<file path="src/seg_pkg.sv">
// ----------------------------------------------------------------------------
// seg_pkg
// Shared constants and controller/datapath interface types for the signed
// Elias gamma encoder.
// ----------------------------------------------------------------------------
package seg_pkg;

    // Default width of the signed input value
    localparam int SEG_VALUE_BITS = 16;
    // Output byte width
    localparam int SEG_BYTE_W     = 8;
    // Leftover bits kept between items, and their count width
    localparam int SEG_PEND_W     = 7;
    localparam int SEG_CNT_W      = 3;

    // Controller to datapath commands
    typedef struct packed {
        logic load;    // capture and map the accepted item
        logic size;    // measure the code length
        logic align;   // build the left-aligned bit string
        logic shift;   // drop the byte just delivered
    } t_dp_cmd;

    // Datapath to controller status
    typedef struct packed {
        logic has_bytes;   // at least one byte waits
        logic last_byte;   // exactly one byte waits
    } t_dp_status;

endpackage

</file>
<file path="src/seg_ctrl.sv">
// ----------------------------------------------------------------------------
// seg_ctrl
// Sequencer for the encoder: accepts an item, steps the datapath through
// sizing and alignment, then hands out the packed bytes one per handshake.
// ----------------------------------------------------------------------------
module seg_ctrl (
    input  logic               i_clk,
    input  logic               i_rst_n,
    input  logic               i_in_valid,
    output logic               o_in_ready,
    output logic               o_out_valid,
    input  logic               i_out_ready,
    output seg_pkg::t_dp_cmd   o_cmd,
    input  seg_pkg::t_dp_status i_status
);

    typedef enum logic [3:0] {
        ST_IDLE  = 4'b0001,
        ST_SIZE  = 4'b0010,
        ST_ALIGN = 4'b0100,
        ST_EMIT  = 4'b1000
    } t_state;

    t_state r_state;
    t_state n_state;

    // Handshake outputs
    assign o_in_ready  = (r_state == ST_IDLE);
    assign o_out_valid = (r_state == ST_EMIT) && i_status.has_bytes;

    // Next state and commands
    always_comb begin
        n_state     = r_state;
        o_cmd       = '0;
        case (r_state)
            ST_IDLE: begin
                if (i_in_valid) begin
                    o_cmd.load = 1'b1;
                    n_state    = ST_SIZE;
                end
            end
            ST_SIZE: begin
                o_cmd.size = 1'b1;
                n_state    = ST_ALIGN;
            end
            ST_ALIGN: begin
                o_cmd.align = 1'b1;
                n_state     = ST_EMIT;
            end
            ST_EMIT: begin
                if (!i_status.has_bytes) begin
                    n_state = ST_IDLE;
                end else if (i_out_ready) begin
                    o_cmd.shift = 1'b1;
                    if (i_status.last_byte) begin
                        n_state = ST_IDLE;
                    end
                end
            end
            default: begin
                n_state = ST_IDLE;
            end
        endcase
    end

    // State register
    always_ff @(posedge i_clk) begin
        if (!i_rst_n) begin
            r_state <= ST_IDLE;
        end else begin
            r_state <= n_state;
        end
    end

    // Never take a new item while a byte is on offer
    a_no_overlap: assert property (@(posedge i_clk) disable iff (!i_rst_n)
        o_out_valid |-> !o_in_ready)
        else $error("input accepted while output valid");

    // A stalled byte keeps the sequencer in the emit state
    a_stall_hold: assert property (@(posedge i_clk) disable iff (!i_rst_n)
        (o_out_valid && !i_out_ready) |=> (r_state == ST_EMIT))
        else $error("emit state left during output stall");

    // An accepted item always goes to sizing next
    a_accept_size: assert property (@(posedge i_clk) disable iff (!i_rst_n)
        (i_in_valid && o_in_ready) |=> (r_state == ST_SIZE))
        else $error("accepted item did not start sizing");

endmodule

</file>
<file path="src/seg_datapath.sv">
// ----------------------------------------------------------------------------
// seg_datapath
// Maps the signed value to its positive code, measures the gamma code, merges
// it behind the leftover bits and shifts out whole bytes; flush pads them.
// ----------------------------------------------------------------------------
module seg_datapath #(
    parameter int VALUE_BITS = seg_pkg::SEG_VALUE_BITS
) (
    input  logic                          i_clk,
    input  logic                          i_rst_n,
    input  logic [VALUE_BITS-1:0]         i_value,
    input  logic                          i_flush,
    input  seg_pkg::t_dp_cmd              i_cmd,
    output seg_pkg::t_dp_status           o_status,
    output logic [seg_pkg::SEG_BYTE_W-1:0] o_byte
);

    localparam int MW     = VALUE_BITS + 1;                 // mapped code width
    localparam int BW_W   = $clog2(MW + 1);                 // bit width of m
    localparam int LEN_W  = $clog2(2 * MW);                 // gamma length
    localparam int SR_W   = 2 * VALUE_BITS + 8;             // pending + code
    localparam int T_W    = $clog2(SR_W + 1);
    localparam int MAX_NB = SR_W / 8;
    localparam int NB_W   = $clog2(MAX_NB + 1);
    localparam int PW     = seg_pkg::SEG_PEND_W;
    localparam int CW     = seg_pkg::SEG_CNT_W;
    localparam int BYW    = seg_pkg::SEG_BYTE_W;

    logic [MW-1:0]    r_m;
    logic             r_flush;
    logic [LEN_W-1:0] r_len;
    logic [T_W-1:0]   r_total;
    logic [SR_W-1:0]  r_sr;
    logic [NB_W-1:0]  r_nb;
    logic [PW-1:0]    r_pend_bits;
    logic [CW-1:0]    r_pend_cnt;

    logic [MW-1:0]    n_m;
    logic [BW_W-1:0]  n_bw;
    logic [LEN_W-1:0] n_len;
    logic [T_W-1:0]   n_total;
    logic [SR_W-1:0]  n_sr;
    logic [NB_W-1:0]  n_nb;
    logic [PW-1:0]    n_pend_bits;
    logic [CW-1:0]    n_pend_cnt;
    logic [PW-1:0]    n_low;
    logic [CW-1:0]    n_rem;
    logic [14:0]      n_flush_wide;

    // Map signed value: negative x -> -2x, otherwise 2x+1
    always_comb begin
        if (i_value[VALUE_BITS-1]) begin
            n_m = {VALUE_BITS'(-i_value), 1'b0};
        end else begin
            n_m = {i_value, 1'b1};
        end
    end

    // Bit width of m by priority search, code length 2*bw-1
    always_comb begin
        n_bw = '0;
        for (int i = 0; i < MW; i++) begin
            if (r_m[i]) begin
                n_bw = BW_W'(i + 1);
            end
        end
        n_len   = LEN_W'({n_bw, 1'b0}) - LEN_W'(1);
        n_total = T_W'(r_pend_cnt) + T_W'(n_len);
    end

    // Left-align pending bits and code, split into bytes and leftover
    always_comb begin
        n_rem        = r_total[CW-1:0];
        n_low        = (r_pend_bits << r_len) | PW'(r_m);
        n_flush_wide = 15'(r_pend_bits) << (4'd8 - 4'(r_pend_cnt));
        if (r_flush) begin
            n_sr        = {n_flush_wide[BYW-1:0], (SR_W-BYW)'(0)};
            n_nb        = NB_W'(r_pend_cnt != '0);
            n_pend_bits = '0;
            n_pend_cnt  = '0;
        end else begin
            n_sr        = (SR_W'(r_pend_bits) << (T_W'(SR_W) - T_W'(r_pend_cnt)))
                        | (SR_W'(r_m) << (T_W'(SR_W) - r_total));
            n_nb        = NB_W'(r_total >> 3);
            n_pend_bits = n_low & ((PW'(1) << n_rem) - PW'(1));
            n_pend_cnt  = n_rem;
        end
    end

    // Payload registers
    always_ff @(posedge i_clk) begin
        if (i_cmd.load) begin
            r_m     <= n_m;
            r_flush <= i_flush;
        end
        if (i_cmd.size) begin
            r_len   <= n_len;
            r_total <= n_total;
        end
        if (i_cmd.align) begin
            r_sr <= n_sr;
        end else if (i_cmd.shift) begin
            r_sr <= r_sr << BYW;
        end
    end

    // Leftover bits and byte count
    always_ff @(posedge i_clk) begin
        if (!i_rst_n) begin
            r_pend_bits <= '0;
            r_pend_cnt  <= '0;
            r_nb        <= '0;
        end else begin
            if (i_cmd.align) begin
                r_pend_bits <= n_pend_bits;
                r_pend_cnt  <= n_pend_cnt;
                r_nb        <= n_nb;
            end else if (i_cmd.shift) begin
                r_nb <= r_nb - NB_W'(1);
            end
        end
    end

    assign o_byte             = r_sr[SR_W-1 -: BYW];
    assign o_status.has_bytes = (r_nb != '0);
    assign o_status.last_byte = (r_nb == NB_W'(1));

    // Leftover bits above the count stay clear
    a_pend_clean: assert property (@(posedge i_clk) disable iff (!i_rst_n)
        (r_pend_bits >> r_pend_cnt) == '0)
        else $error("stale bits above pending count");

    // Each delivered byte lowers the count by one
    a_nb_step: assert property (@(posedge i_clk) disable iff (!i_rst_n)
        i_cmd.shift |=> (r_nb == $past(r_nb) - NB_W'(1)))
        else $error("byte count did not step");

    // No delivery with no byte waiting
    a_shift_nonempty: assert property (@(posedge i_clk) disable iff (!i_rst_n)
        i_cmd.shift |-> (r_nb != '0))
        else $error("shift with no byte waiting");

endmodule

</file>
<file path="src/signed_elias_gamma_encoder.sv">
// ----------------------------------------------------------------------------
// signed_elias_gamma_encoder
// Signed Elias gamma encoder with an MSB-first byte packer.
// ----------------------------------------------------------------------------
// Sequence: an accepted item passes through the size and align states, then
//   its bytes are offered in the emit state, which it enters even with none.
// Throughput: an item produces 0..5 bytes at 16 bits; a new item is taken
//   only back in idle, after its last byte; bytes leave one per cycle while
//   i_m_axis_tready is high, from a single shift register.
// Reset: synchronous active-low; clears the sequencer, byte count and the
//   up to 7 leftover code bits.
module signed_elias_gamma_encoder #(
    parameter int VALUE_BITS = seg_pkg::SEG_VALUE_BITS
) (
    input  logic                          i_clk,
    input  logic                          i_rst_n,
    input  logic                          i_s_axis_tvalid,
    output logic                          o_s_axis_tready,
    // [VALUE_BITS-1:0] value, zero padded to whole bytes
    input  logic [((VALUE_BITS+7)/8)*8-1:0] i_s_axis_tdata,
    // [0] flush
    input  logic                          i_s_axis_tuser,
    output logic                          o_m_axis_tvalid,
    input  logic                          i_m_axis_tready,
    // [7:0] out_byte
    output logic [seg_pkg::SEG_BYTE_W-1:0] o_m_axis_tdata,
    output logic                          o_m_axis_tlast
);

    seg_pkg::t_dp_cmd    w_cmd;
    seg_pkg::t_dp_status w_status;

    // Sequencer
    seg_ctrl u_ctrl (
        .i_clk       (i_clk),
        .i_rst_n     (i_rst_n),
        .i_in_valid  (i_s_axis_tvalid),
        .o_in_ready  (o_s_axis_tready),
        .o_out_valid (o_m_axis_tvalid),
        .i_out_ready (i_m_axis_tready),
        .o_cmd       (w_cmd),
        .i_status    (w_status)
    );

    // Code build and byte shifter
    seg_datapath #(
        .VALUE_BITS (VALUE_BITS)
    ) u_datapath (
        .i_clk    (i_clk),
        .i_rst_n  (i_rst_n),
        .i_value  (i_s_axis_tdata[VALUE_BITS-1:0]),
        .i_flush  (i_s_axis_tuser),
        .i_cmd    (w_cmd),
        .o_status (w_status),
        .o_byte   (o_m_axis_tdata)
    );

    assign o_m_axis_tlast = w_status.last_byte;

endmodule
</file>
<file path="config.mk">
export PLATFORM = sky130hd
export DESIGN_NAME = signed_elias_gamma_encoder
export DESIGN_NICKNAME = d
export VERILOG_FILES = /design/src/seg_pkg.sv /design/src/seg_ctrl.sv /design/src/seg_datapath.sv /design/src/signed_elias_gamma_encoder.sv
export SDC_FILE = /design/constraint.sdc
export NUM_CORES = 1
export LEC_CHECK = 0
export BUFFER_PORTS_ARGS = -buffer_cell sky130_fd_sc_hd__buf_2
export CAP_MARGIN = 40
export CELL_PAD_IN_SITES_DETAIL_PLACEMENT = 0
export CELL_PAD_IN_SITES_GLOBAL_PLACEMENT = 1
export CORE_ASPECT_RATIO = 1.75
export CORE_MARGIN = 5
export CORE_UTILIZATION = 53
export CTS_BUF_LIST = sky130_fd_sc_hd__clkbuf_16
export DETAILED_ROUTE_END_ITERATION = 7
export HOLD_SLACK_MARGIN = 0.05
export PLACE_DENSITY_LB_ADDON = 0.1
export SYNTH_ARGS = -nofsm -noshare
export SYNTH_HDL_FRONTEND = slang
export SYNTH_SLANG_ARGS = --single-unit
export TNS_END_PERCENT = 20
</file>
<file path="constraint.sdc">
create_clock -name i_clk -period 5.38 [get_ports i_clk]
set_input_delay 1.345 -clock i_clk [delete_from_list [all_inputs] [get_ports i_clk]]
set_output_delay 1.345 -clock i_clk [all_outputs]
set_load 0.01 [all_outputs]
</file>
==> summary.txt <==
Outcome
  – Run status: complete, no violations

Global routing
  – Final global-route overflow total: 0
  – First-pass GRT wire length: 25400 um
  – Most Crowded Layer GR: met2
  – Largest net degree at the start of global routing: 47
  – Vias in the first global route: 4811
  – GRT Util Overall: 0.229
  – Antenna violations before repair: 0
  – Met3 Usage GRT: 0.0310
  – Met2 Use GR: 0.415
  – Met1 Resource Use GR: 0.272

Timing
  – Setup tns final: 0 ns
  – Hold Vio Cnt, Final: 0
  – Fin Hold WS: 0.494 ns
  – Crit path time final: 3.63 ns
  – Worst slew margin: 0.427
  – Fmax: 0.275 GHz
  – Final setup violation count: 0
  – Crit share post-route: 0.675
  – Slew Viols, Final: 0
  – Worst slew pin tran: 0.860 ns
  – RSZ-0062 raised after global routing: no
  – Final Skew: 0.0109 ns

Finish
  – Post-route cell area: 6670 um2
  – Layout area overhead: 7.44%
  – Antenna Cells: 0
  – Fin nets: approximately 660
  – Finished Layout Cells: 761
  – Reg area: about 2400 um2
  – Layout cells sized above 1: 0.149
  – Multi-input logic area: 3450 um2
  – Fillers: 1016

Critical path
  – Critical path class: flip-flop to flip-flop
  – Startpoint Class: flip-flop
  – Required time worst endpoint: 5.47 ns
  – Crit path max fanout: 38
  – Worst setup EP type: flip-flop
  – Arrival time at the worst endpoint: 3.72 ns

Routing
  – Routed wire per std cell: roughly 21 um
  – Detailed-route via count: 4971
  – First-pass DRT Iterations: 4
  – Starting DRC count in detailed routing: 311
  – Routed WL: 16000 um
  – Via-to-Cell Ratio: around 6.5
  – ANT nets after route: 0
  – DRC viols: 0

Synth
  – Post-synth top area cell: edfxtp_1
  – Mapped Nets: 659
  – Post-synth top area share: 0.334
  – EDFF count, synth: 69
  – Syn. warnings: 0
  – Most used DFF post-synth: edfxtp_1
  – Register area share after synthesis: 0.389
  – Async S/R FF share, synth: 0
  – Mean Syn Cell Area: ~10 um2
  – Synth cell types: 75
  – Syn Std Cell Area: 6200 um2
  – Top cells by area, synth: edfxtp_1 33%, mux4_2 6.5%, dfxtp_1 5.5%
  – FF+latch count, synth: 86
  – Mapped Cells: 621

Power and ir drop
  – Max IR drop VDD: 0.154 mV
  – LEAKAGE: 2.39 nW
  – Power Density: about 250 nW/um2
  – Overall power: about 1.6 mW

Place
  – Post-place instance area: 6360 um2
  – Placed Instances: 745
  – GPL Wtd Cong: 0.882
  – HPWL after DPL: approximately 12000 um
  – Port buffer count: 31

Clocking
  – Worst-path clk slew: about 0.070 ns
  – PostCTS Resize Cnt: 0
  – Maximum buffer depth of the clock tree: 2
  – Num CTS Buffers: 9
  – Clock sink count: 86
  – # H-tree levels: 3
  – Skew-Pair Late Insertion Delay: ~0.35 ns
  – Hold_buf cts: 0
  – CTS tree: done
  – Post-CTS Setup Bufs: 0
  – Root Buffer: clkbuf_16

Die
  – Placeable Area: 11500 um2
  – Num rows: 52
  – Io pins: 32
  – Initial Util: 0.539
  – Die Height: 153 um
  – Die X: 91.8 um
  – Die Area: ~14000 um2

Worst hold path
  – HP Class: flip-flop to flip-flop

Run
  – # Max-Cap Violations: 0
power breakdown:
| group | internal [mW] | switching [mW] |
|---|---|---|
| combinational | 0.0972 | 0.119 |
| sequential | 0.741 | 0.0444 |
| clock | 0.366 | 0.281 |
state kept, by name, indices dropped and copies added, names as in the netlist:
| register | count |
|---|---|
| u_datapath.r_nb | 3 |
| u_datapath.r_pend_bits | 7 |
| u_datapath.r_pend_cnt | 3 |
| u_datapath.r_len | 5 |
| u_datapath.r_sr | 40 |
| u_ctrl.r_state | 4 |
| u_datapath.r_m | 17 |
| u_datapath.r_flush | 1 |
| u_datapath.r_total | 6 |
per-layer routing:
metal | share of wire | vias to the layer above
li1 | - | 2373
met1 | 0.39 | 2428
met2 | 0.53 | 140
met3 | 0.040 | 30
met4 | 0.031 | 0
met5 | 0 | -
cell usage after synthesis, drive strengths merged (7+ instances only):
| cell | n |
|---|---|
| a21boi | 7 |
| a21oi | 21 |
| a22oi | 8 |
| and2 | 8 |
| and3 | 7 |
| buf | 30 |
| clkbuf | 21 |
| dfxtp | 17 |
| edfxtp | 69 |
| ha | 16 |
| inv | 26 |
| mux2i | 20 |
| mux4 | 22 |
| nand2 | 68 |
| nand3 | 14 |
| nand4 | 10 |
| nor2 | 36 |
| nor2b | 9 |
| nor3 | 12 |
| nor4 | 8 |
| o211ai | 24 |
| o21a | 7 |
| o21ai | 36 |
| o31ai | 9 |
| or4 | 7 |
| xnor2 | 18 |
critical path, stage by stage (launching register included):
cell and delay [ns]:
edfxtp_1 0.32, buf_4 0.40, inv_1 0.18, ha_1 0.89, clkinv_1 0.54, mux2i_1 0.25, mux4_2 0.50, a22oi_1 0.17
o21ai_0 0.11
per-stage QoR:
step                      setup slack (ns)  utilization
after floorplan                       2.06            -
after global placement                1.86        0.551
after detailed placement              1.70        0.552
after CTS                             1.71        0.579
after global routing                  1.40        0.579
final                                 1.75        0.579
cell families after synthesis:
| group | Yosys count | synth area share |
|---|---|---|
| mux | 48 | 0.125 |
| flops | 86 | 0.389 |
| buf+inv | 78 | 0.0573 |
| simple gates | 202 | 0.166 |
| compound gates | 168 | 0.193 |
| xor+xnor | 22 | 0.0335 |
| fa+ha+maj | 17 | 0.0355 |
cell type report:
type                            count  area share
Sequential cell                    86       0.362
Inverter                           27      0.0152
Timing Repair Buffer               40      0.0345
Multi-Input combinational cell    457       0.517
Clock inverter                      7      0.0118
Tap cell                          135      0.0253
Clock buffer                        9      0.0338
worst paths after layout:
check / slack, ns / start / end / depth (start not counted)
max: 1.75 / u_datapath.r_total[0] / u_datapath.r_sr[29] / 8
min: 0.49 / u_datapath.r_pend_bits[6] / u_datapath.r_pend_bits[6] / 2
max reg2reg: 1.75 / u_datapath.r_total[0] / u_datapath.r_sr[29] / 8
min reg2reg: 0.49 / u_datapath.r_pend_bits[6] / u_datapath.r_pend_bits[6] / 2
cell usage in the layout (no fill, tap or decap), types with 14 or more instances in the layout:
cell type and instances:
edfxtp_1 69, nand2_1 68, nor2_1 36, o21ai_0 34, buf_2 31, inv_1 26
o211ai_1 24, a21oi_1 21, mux2i_1 20, mux4_2 18, xnor2_1 18, dfxtp_1 17
ha_1 16, nand3_1 14
(Power assumes the default switching activity.)
